**src/hdl/servo_angle_pwm_serializer_top_assert.svh**
```systemverilog
// ----------------------------------------------------------------------------
// Assertion macros for the servo angle PWM serializer
// Immediate-implication and next-cycle-implication checks, clocked on clk and
// disabled during reset. Define ASSERT_OFF to compile them out.
// ----------------------------------------------------------------------------
`ifndef SERVO_ANGLE_PWM_SERIALIZER_TOP_ASSERT_SVH
`define SERVO_ANGLE_PWM_SERIALIZER_TOP_ASSERT_SVH

`ifndef ASSERT_OFF
// Check cons in the same cycle as ante.
`define SAPS_ASSERT_IMP(lbl, ante, cons, msg) \
	lbl: assert property (@(posedge clk) disable iff (!arst_n) (ante) |-> (cons)) \
		else $error(msg);
// Check cons in the cycle after ante.
`define SAPS_ASSERT_NXT(lbl, ante, cons, msg) \
	lbl: assert property (@(posedge clk) disable iff (!arst_n) (ante) |=> (cons)) \
		else $error(msg);
`else
`define SAPS_ASSERT_IMP(lbl, ante, cons, msg)
`define SAPS_ASSERT_NXT(lbl, ante, cons, msg)
`endif

`endif

```
**src/hdl/saps_pkg.sv**
```systemverilog
// ----------------------------------------------------------------------------
// saps_pkg
// Widths, constants and codes of the servo angle PWM serializer.
// ----------------------------------------------------------------------------
`default_nettype none

package saps_pkg;

	localparam int KIND_W      = 2;
	localparam int CH_W        = 4;
	localparam int ANG_W       = 11;
	localparam int USEC_W      = 15;
	localparam int BYTE_W      = 8;
	localparam int GRAY_W      = 12;

	localparam int ADIFF_W     = ANG_W + 1;       // angle difference, signed
	localparam int UDIFF_W     = USEC_W + 1;      // microsecond difference, signed
	localparam int PROD_W      = ADIFF_W + UDIFF_W;
	localparam int PMAG_W      = PROD_W - 1;      // product magnitude
	localparam int AMAG_W      = ANG_W;           // angle range magnitude
	localparam int FIVE_REM_W  = 3;               // remainder of a divide by five
	localparam int BIDX_W      = 5;               // byte index of a channel word

	localparam int CHANNELS        = 16;
	localparam int STORE_BYTES_DEF = 24;

	localparam int USEC_OFFSET = 80;
	localparam int DIV_CONST   = 5;
	localparam int COUNT_BIAS  = 112;

	typedef enum logic [KIND_W-1:0] {
		KIND_SET    = 2'd0,
		KIND_CLEAR  = 2'd1,
		KIND_UPDATE = 2'd2,
		KIND_BLANK  = 2'd3
	} kind_t;

	typedef enum logic [2:0] {
		S_IDLE,
		S_EXEC,
		S_MUL,
		S_ABS,
		S_DIV,
		S_WORD,
		S_RING,
		S_SEND
	} state_t;

endpackage

`default_nettype wire

```
**src/hdl/servo_angle_pwm_serializer_top.sv**
```systemverilog
// ----------------------------------------------------------------------------
// servo_angle_pwm_serializer_top
// Servo angle to grayscale word mapper with a byte-serial store shifter.
// ----------------------------------------------------------------------------
// Usage:
//   Input channel (in_valid/in_ready) takes one item per command: set a
//   channel angle, clear the store, send the store, or report a blank event.
//   Output channel (out_valid/out_ready) delivers result items: 24 store
//   bytes (STORE_BYTES), highest byte first, for a send, or a single item
//   for a refused send or a blank event, flagged by last on the final one.
//   One item is worked on at a time; in_ready is high only while idle.
//   A set item passes through a multiply step, a magnitude step, a
//   bit-serial divider (one quotient bit per cycle), a word step and
//   one full turn of the byte ring.
//   A send makes one ring step per delivered byte.
//   A stalled receiver holds the output register and freezes the ring;
//   a single result item waiting in the output register does not stop
//   the next input item from being taken.
//   Reset clears the store to zero in one step and sets the latch flag;
//   no clearing pass follows.
// ----------------------------------------------------------------------------
`default_nettype none
`include "servo_angle_pwm_serializer_top_assert.svh"

module servo_angle_pwm_serializer_top
	import saps_pkg::*;
#(
	parameter int STORE_BYTES = STORE_BYTES_DEF
) (
	input  wire logic                     clk,
	input  wire logic                     arst_n,
	input  wire logic                     in_valid,
	output logic                          in_ready,
	input  wire logic [KIND_W-1:0]        kind,
	input  wire logic [CH_W-1:0]          channel,
	input  wire logic signed [ANG_W-1:0]  angle,
	input  wire logic signed [ANG_W-1:0]  min_angle,
	input  wire logic signed [ANG_W-1:0]  max_angle,
	input  wire logic [USEC_W-1:0]        min_usec,
	input  wire logic [USEC_W-1:0]        max_usec,
	output logic                          out_valid,
	input  wire logic                     out_ready,
	output logic [BYTE_W-1:0]             data_byte,
	output logic                          last,
	output logic                          sent,
	output logic                          latch
);

	localparam int IDX_W  = (STORE_BYTES > 1) ? $clog2(STORE_BYTES) : 1;
	localparam int CMP_W  = (IDX_W > BIDX_W + 1) ? IDX_W : BIDX_W + 1;
	localparam int BCNT_W = $clog2(PMAG_W);
	localparam logic [FIVE_REM_W:0] FIVE = (FIVE_REM_W + 1)'(DIV_CONST);

	// control state
	state_t              state_q, state_d;
	logic                latch_pending_q;
	logic [IDX_W-1:0]    bidx_q;
	logic [BCNT_W-1:0]   bitcnt_q;
	logic                out_valid_q;

	// captured item
	kind_t                     kind_q;
	logic [CH_W-1:0]           ch_q;
	logic signed [ANG_W-1:0]   ang_q, amin_q, amax_q;
	logic [USEC_W-1:0]         umin_q, umax_q;

	// arithmetic registers
	logic signed [PROD_W-1:0]  prod_q;
	logic                      psign_q, asign_q, az_q, usign_q;
	logic [AMAG_W-1:0]         amag_q;
	logic [PMAG_W-1:0]         pm_q, um_q, um_pre_q;
	logic [AMAG_W-1:0]         rem_q;
	logic [FIVE_REM_W-1:0]     rem5_q, remu_q;
	logic [GRAY_W-1:0]         q5_q, qu_q, word_q;

	// output register
	logic [BYTE_W-1:0]         data_byte_q;
	logic                      last_q, sent_q, latch_q;

	// byte ring, head at the top
	logic [BYTE_W-1:0]         ring_q [STORE_BYTES];
	logic [BYTE_W-1:0]         head, head_new;

	// control decode
	logic                out_free;
	logic                out_load, rot, rot_mod, ring_clr, latch_set, latch_clr;
	logic                bidx_load;
	logic [BYTE_W-1:0]   ob_data;
	logic                ob_last, ob_sent, ob_latch;

	// channel placement
	logic [BIDX_W-1:0]   b_idx;
	logic                wr_ok, hit_lo, hit_hi;

	// datapath combinational terms
	logic signed [ADIFF_W-1:0] adiff, arange;
	logic signed [UDIFF_W-1:0] udiff, udm;
	logic [ADIFF_W-1:0]        arange_neg;
	logic [UDIFF_W-1:0]        udm_neg;
	logic [PROD_W-1:0]         prod_neg;
	logic [AMAG_W:0]           trial;
	logic                      ge, qbit;
	logic [FIVE_REM_W:0]       t5, tu;
	logic                      ge5, geu;
	logic [GRAY_W-1:0]         d1, d2, count;

	assign in_ready  = (state_q == S_IDLE);
	assign out_free  = !out_valid_q || out_ready;
	assign out_valid = out_valid_q;
	assign data_byte = data_byte_q;
	assign last      = last_q;
	assign sent      = sent_q;
	assign latch     = latch_q;

	assign head = ring_q[STORE_BYTES-1];

	// word of channel n starts at byte n * 3 / 2
	assign b_idx  = BIDX_W'(ch_q) + BIDX_W'(ch_q[CH_W-1:1]);
	assign wr_ok  = (32'(ch_q) < CHANNELS) && (32'(b_idx) + 32'd1 < STORE_BYTES);
	assign hit_lo = (CMP_W'(bidx_q) == CMP_W'(b_idx));
	assign hit_hi = (CMP_W'(bidx_q) == CMP_W'(b_idx) + CMP_W'(1));

	// merge the new word into the byte passing the head
	always_comb begin
		head_new = head;
		if (rot_mod && wr_ok) begin
			if (hit_lo) begin
				head_new = ch_q[0] ? {word_q[3:0], head[3:0]} : word_q[7:0];
			end else if (hit_hi) begin
				head_new = ch_q[0] ? word_q[11:4] : {head[7:4], word_q[11:8]};
			end
		end
	end

	// next state and control
	always_comb begin
		state_d   = state_q;
		out_load  = 1'b0;
		ob_data   = '0;
		ob_last   = 1'b0;
		ob_sent   = 1'b0;
		ob_latch  = 1'b0;
		rot       = 1'b0;
		rot_mod   = 1'b0;
		ring_clr  = 1'b0;
		latch_set = 1'b0;
		latch_clr = 1'b0;
		bidx_load = 1'b0;
		case (state_q)
			S_IDLE: begin
				if (in_valid) state_d = S_EXEC;
			end
			S_EXEC: begin
				case (kind_q)
					KIND_SET: state_d = S_MUL;
					KIND_CLEAR: begin
						ring_clr = 1'b1;
						state_d  = S_IDLE;
					end
					KIND_UPDATE: begin
						if (latch_pending_q) begin
							// refuse the send: one empty item
							if (out_free) begin
								out_load = 1'b1;
								ob_last  = 1'b1;
								state_d  = S_IDLE;
							end
						end else begin
							bidx_load = 1'b1;
							state_d   = S_SEND;
						end
					end
					KIND_BLANK: begin
						if (out_free) begin
							out_load  = 1'b1;
							ob_last   = 1'b1;
							ob_latch  = latch_pending_q;
							latch_clr = 1'b1;
							state_d   = S_IDLE;
						end
					end
					default: state_d = S_IDLE;
				endcase
			end
			S_MUL: state_d = S_ABS;
			S_ABS: state_d = S_DIV;
			S_DIV: begin
				if (bitcnt_q == '0) state_d = S_WORD;
			end
			S_WORD: begin
				bidx_load = 1'b1;
				state_d   = wr_ok ? S_RING : S_IDLE;
			end
			S_RING: begin
				rot     = 1'b1;
				rot_mod = 1'b1;
				if (bidx_q == '0) state_d = S_IDLE;
			end
			S_SEND: begin
				if (out_free) begin
					out_load = 1'b1;
					ob_data  = head;
					ob_last  = (bidx_q == '0);
					ob_sent  = 1'b1;
					rot      = 1'b1;
					if (bidx_q == '0) begin
						latch_set = 1'b1;
						state_d   = S_IDLE;
					end
				end
			end
			default: state_d = S_IDLE;
		endcase
	end

	always_ff @(posedge clk or negedge arst_n) begin
		if (!arst_n) begin
			state_q <= S_IDLE;
		end else begin
			state_q <= state_d;
		end
	end

	// control registers
	always_ff @(posedge clk or negedge arst_n) begin
		if (!arst_n) begin
			latch_pending_q <= 1'b1;
			out_valid_q     <= 1'b0;
			bidx_q          <= '0;
			bitcnt_q        <= '0;
		end else begin
			if (latch_set) begin
				latch_pending_q <= 1'b1;
			end else if (latch_clr) begin
				latch_pending_q <= 1'b0;
			end
			if (out_load) begin
				out_valid_q <= 1'b1;
			end else if (out_ready) begin
				out_valid_q <= 1'b0;
			end
			if (bidx_load) begin
				bidx_q <= IDX_W'(STORE_BYTES - 1);
			end else if (rot) begin
				bidx_q <= bidx_q - IDX_W'(1);
			end
			if (state_q == S_ABS) begin
				bitcnt_q <= BCNT_W'(PMAG_W - 1);
			end else if (state_q == S_DIV) begin
				bitcnt_q <= bitcnt_q - BCNT_W'(1);
			end
		end
	end

	// output register payload
	always_ff @(posedge clk) begin
		if (out_load) begin
			data_byte_q <= ob_data;
			last_q      <= ob_last;
			sent_q      <= ob_sent;
			latch_q     <= ob_latch;
		end
	end

	// byte ring: rotate toward the head, clear all at once
	always_ff @(posedge clk or negedge arst_n) begin
		if (!arst_n) begin
			for (int i = 0; i < STORE_BYTES; i++) ring_q[i] <= '0;
		end else if (ring_clr) begin
			for (int i = 0; i < STORE_BYTES; i++) ring_q[i] <= '0;
		end else if (rot) begin
			ring_q[0] <= head_new;
			for (int i = 1; i < STORE_BYTES; i++) ring_q[i] <= ring_q[i-1];
		end
	end

	// operand preparation
	assign adiff      = ADIFF_W'(ang_q) - ADIFF_W'(amin_q);
	assign arange     = ADIFF_W'(amax_q) - ADIFF_W'(amin_q);
	assign arange_neg = ADIFF_W'(0) - arange;
	assign udiff      = $signed({1'b0, umax_q}) - $signed({1'b0, umin_q});
	assign udm        = $signed({1'b0, umin_q}) - UDIFF_W'(USEC_OFFSET);
	assign udm_neg    = UDIFF_W'(0) - udm;
	assign prod_neg   = PROD_W'(0) - prod_q;

	// one quotient bit per cycle; the bit feeds the divide by five at once
	assign trial = {rem_q, pm_q[PMAG_W-1]};
	assign ge    = (trial >= {1'b0, amag_q});
	assign qbit  = ge && !az_q;
	assign t5    = {rem5_q, qbit};
	assign ge5   = (t5 >= FIVE);
	assign tu    = {remu_q, um_q[PMAG_W-1]};
	assign geu   = (tu >= FIVE);

	// truncate toward zero: divide magnitudes, then restore the sign
	assign d1    = usign_q ? (GRAY_W'(0) - qu_q) : qu_q;
	assign d2    = (psign_q ^ asign_q) ? (GRAY_W'(0) - q5_q) : q5_q;
	assign count = d1 + d2 + GRAY_W'(COUNT_BIAS);

	always_ff @(posedge clk) begin
		if (in_valid && in_ready) begin
			kind_q <= kind_t'(kind);
			ch_q   <= channel;
			ang_q  <= angle;
			amin_q <= min_angle;
			amax_q <= max_angle;
			umin_q <= min_usec;
			umax_q <= max_usec;
		end
		case (state_q)
			S_MUL: begin
				prod_q   <= PROD_W'(adiff) * PROD_W'(udiff);
				asign_q  <= arange[ADIFF_W-1];
				amag_q   <= arange[ADIFF_W-1] ? arange_neg[AMAG_W-1:0]
				                              : arange[AMAG_W-1:0];
				az_q     <= (arange == '0);
				usign_q  <= udm[UDIFF_W-1];
				um_pre_q <= PMAG_W'(udm[UDIFF_W-1] ? udm_neg[USEC_W-1:0]
				                                   : udm[USEC_W-1:0]);
			end
			S_ABS: begin
				psign_q <= prod_q[PROD_W-1];
				pm_q    <= prod_q[PROD_W-1] ? prod_neg[PMAG_W-1:0] : prod_q[PMAG_W-1:0];
				um_q    <= um_pre_q;
				rem_q   <= '0;
				rem5_q  <= '0;
				remu_q  <= '0;
				q5_q    <= '0;
				qu_q    <= '0;
			end
			S_DIV: begin
				pm_q   <= {pm_q[PMAG_W-2:0], 1'b0};
				rem_q  <= ge ? AMAG_W'(trial - {1'b0, amag_q}) : trial[AMAG_W-1:0];
				rem5_q <= ge5 ? FIVE_REM_W'(t5 - FIVE) : t5[FIVE_REM_W-1:0];
				q5_q   <= {q5_q[GRAY_W-2:0], ge5};
				um_q   <= {um_q[PMAG_W-2:0], 1'b0};
				remu_q <= geu ? FIVE_REM_W'(tu - FIVE) : tu[FIVE_REM_W-1:0];
				qu_q   <= {qu_q[GRAY_W-2:0], geu};
			end
			S_WORD: begin
				// store the negated count, wrapped to the word width
				word_q <= GRAY_W'(0) - count;
			end
			default: ;
		endcase
	end

	`SAPS_ASSERT_NXT(a_send_end_sets_latch, state_q == S_SEND && out_free && bidx_q == '0, latch_pending_q && state_q == S_IDLE, "send end did not set latch flag")
	`SAPS_ASSERT_IMP(a_sent_latch_excl, out_valid_q, !(sent_q && latch_q), "sent and latch both set")
	`SAPS_ASSERT_IMP(a_single_is_last, out_valid_q && !sent_q, last_q, "single result item without last")
	`SAPS_ASSERT_IMP(a_div_rem_bound, state_q == S_DIV && !az_q, rem_q < amag_q, "divider remainder out of range")
	`SAPS_ASSERT_IMP(a_five_rem_bound, state_q == S_DIV, rem5_q < FIVE_REM_W'(DIV_CONST) && remu_q < FIVE_REM_W'(DIV_CONST), "divide by five remainder out of range")

endmodule

`default_nettype wire

```
**config.mk**
```make
export PLATFORM = sky130hd
export DESIGN_NAME = servo_angle_pwm_serializer_top
export DESIGN_NICKNAME = d
export VERILOG_FILES = /design/src/hdl/saps_pkg.sv /design/src/hdl/servo_angle_pwm_serializer_top.sv
export VERILOG_INCLUDE_DIRS = /design/src /design/src/hdl
export SDC_FILE = /design/constraint.sdc
export NUM_CORES = 1
export LEC_CHECK = 0
export BUFFER_PORTS_ARGS = -buffer_cell sky130_fd_sc_hd__clkbuf_2
export CAP_MARGIN = 20
export CORE_AREA = 8 8 258 260
export CTS_BUF_LIST = sky130_fd_sc_hd__clkbuf_16
export CTS_CLUSTER_SIZE = 16
export DETAILED_ROUTE_END_ITERATION = 16
export DIE_AREA = 0 0 266 268
export PLACE_DENSITY_LB_ADDON = 0.25
export SLEW_MARGIN = 20
export SYNTH_ARGS = -nofsm -noshare
export SYNTH_HDL_FRONTEND = slang
export SYNTH_SLANG_ARGS = --single-unit
```
**constraint.sdc**
```tcl
create_clock -name clk -period 9.3 [get_ports clk]
set_input_delay 0.93 -clock clk [delete_from_list [all_inputs] [get_ports clk]]
set_output_delay 0.93 -clock clk [all_outputs]
set_load 0.02 [all_outputs]
```
==> qor.txt <==
Run status: completed
Pre-antenna DRT Iters: 4
Clock Tree Buf Depth: 3
Post-CTS sizing: 0
Critical path's largest stage delay: 0.53 ns
Crit path launch type: register
Vias in the first global route: 18.8k
CP Max Fanout: 12
Fmax: 0.122 GHz
Layout cells sized above 1: 8.84%
Top_reg_cell synth: edfxtp_1
GP Congestion: 0.854
Placeable Area: 62400 um^2
Most used cell, CP: fa_1
Area grow syn2layout: 10.8%
Initial Utilization: 44.6%
Crit. End Element: register
Syn nets: 2904
HPWL Detailed: 40400 um
Clock Latency Late Sink: 0.60 ns
DR vias/cell: 5.15
Worst path arrival time: 8.51 ns
Relative slew slack: 26.4%
Max Slew Vio Count: 0
Die Footprint: 71300 um^2
Num Clock Sinks: 452
Post-Syn Area: 27800 um^2
Cts hold-fix bufs: 0
Max-cap violations: 0
GRT Util Overall: 15.9%
Number of synthesized flops with an enable pin: 245
Commonest non-fill, non-tap cell in the layout: inv_1
Routed WL: 55700 um
Avg Cell Area, Syn: 11.1 um^2
Drt wl/cell: 16.2 um
Num rows: 92
RSZ-0062 raised after global routing: false
Min Clock Period, post-route: 8.17 ns
Post-DRT Antenna Nets: 0
Final setup viols: 0
Die Wd: 266 um
Number of buffers added on ports: 85
Die height: 268 um
Ant diodes: 0
Commonest cells after routing, fill and taps aside: 342 x inv_1, 245 x edfxtp_1, 242 x nand2_1
Final Hold Viols: 0
Num ports: 86
Vias: 17.8k
Yosys cell types: 73
Clock slew at reported path FFs: 0.06 ns
Synth Warn #: 0
Post-synthesis sequential area ratio: 45.1%
Instance count of the mapped netlist: 2499
CP Data Required Time: 9.64 ns
TNS Setup: 0 ns
Initial DRC Count: 933
Skew final: 0.0205 ns
Clock Tree Root: clkbuf_16
# DRC: 0
Async set-reset flop share out of synthesis: 45.8%
Largest net degree at the start of global routing: 137
Hold WC Path Type: input pin to asynchronous set/reset pin
Nets: 2967
Slowest-stage cell, CP: fa_1
Critical Setup Path Class: register to register
Grt ovf: 0
Initial antenna violation count: 0
Setup repair bufs after CTS: 0
Tcrit/Tclk final: 87.9%
Yosys reg bits: 452
Num CTS Buffers: 49
Worst Tran Pin Value: 1.10 ns
First-pass GRT wire length: 94700 um
H-tree levels: 2
CTS tree: done
## sequential cells by signal, indices dropped and copies added, names as in the netlist, 12 cells and up
register	flops
pm_q	27
prod_q	28
q5_q	12
qu_q	12
ring_q	184
um_pre_q	15
um_q	27
umax_q	15
umin_q	15
word_q	12
## layer usage
layer / share of wire [%] / vias to the layer above / global-route usage (%) / routed length [um]
met4: 2.7 / 0 / 5.03 / 1510
met2: 47 / 301 / 26.5 / 26100
met3: 3.9 / 100 / 2.25 / 2160
li1: - / 8591 / - / -
met5: 0 / - / 0 / 0
met1: 46 / 8769 / 21.4 / 25900
## cell families after synthesis
family	Yosys count	share of synthesized area [%]
buffers and inverters	433	5.96
and+or+nand+nor	604	10.2
muxes	25	1.10
DFF	452	45.1
AOI/OAI and AO/OA	497	12.8
xor gates and xnor gates	156	4.99
adders and majority gates	332	19.9
## Yosys cell counts (10+ instances only)
cell | instances | area share (%)
inv_1 | 334 | 4.5
edfxtp_1 | 245 | 26
nand2_1 | 244 | 3.3
dfrtp_1 | 206 | 19
a22o_1 | 186 | 5.9
fa_1 | 184 | 13
ha_1 | 148 | 6.7
nor2_1 | 128 | 1.7
xnor2_1 | 96 | 3.0
a21oi_1 | 93 | 1.7
clkbuf_1 | 89 | 1.2
o21ai_0 | 86 | 1.5
and2_1 | 62 | 1.4
xor2_1 | 58 | 1.8
nor2b_1 | 33 | 0.74
nand2b_1 | 32 | 0.72
nor3_1 | 30 | 0.54
a21o_1 | 29 | 0.78
mux2i_1 | 17 | 0.61
o21a_1 | 17 | 0.46
nand3_1 | 14 | 0.25
o31ai_1 | 12 | 0.32
a31oi_1 | 11 | 0.25
o21bai_1 | 10 | 0.27
## path summary, 6_finish.rpt
check | from | depth (start not counted) | slack [ns] | to
min in group clk | ring_q[186]$_DFFE_PN0P_ | 2 | 0.48 | ring_q[186]$_DFFE_PN0P_
worst min register to register | ring_q[186]$_DFFE_PN0P_ | 2 | 0.48 | ring_q[186]$_DFFE_PN0P_
worst max-delay path | umin_q[0]$_DFFE_PP_ | 28 | 1.13 | prod_q[24]$_DFFE_PP_
worst min-delay path | arst_n | 1 | 0.28 | ring_q[184]$_DFFE_PN0P_
worst max register to register | umin_q[0]$_DFFE_PP_ | 28 | 1.13 | prod_q[24]$_DFFE_PP_
max in group asynchronous | arst_n | 3 | 7.45 | ring_q[85]$_DFFE_PN0P_
## metrics by stage
step | util (%) | hold slack (ns) | instances | setup slack (ns) | area (um^2)
global route | 49.4 | 0.291 | 3447 | 0.613 | 30800
CTS | 49.3 | 0.461 | 3446 | 1.14 | 30800
global placement | 46.7 | 0.475 | 3356 | 1.25 | 29100
finish | 49.4 | 0.281 | 3447 | 1.13 | 30800
detailed placement | 46.7 | 0.475 | 3356 | 1.15 | 29100
floorplan | - | 0.450 | 2499 | 1.63 | 27800
## layout make-up
cell class / instances / area (um^2)
multi-input cells: 1614 / 13700
flip-flops and latches: 452 / 12500
inverters: 336 / 1260
repair buffers: 109 / 636
clock buffers: 50 / 1250
clock inverters: 40 / 370
fillers: 5662 / 31600
well taps: 846 / 1060
## critical path, delay by kind of cell, from the launching register on
| family | cells | cell delay, ns |
|---|---|---|
| buffers and inverters | 5 | 0.26 |
| AO/OA/AOI/OAI | 10 | 2.82 |
| flip-flops | 1 | 0.44 |
| AND/OR/NAND/NOR | 4 | 0.96 |
| XOR/XNOR | 1 | 0.08 |
| adder cells (fa/ha/maj) | 8 | 3.36 |
Power is left out: the tool's default activity adds up to more than one toggle a clock period on the data nets, which glitch-free logic cannot reach.
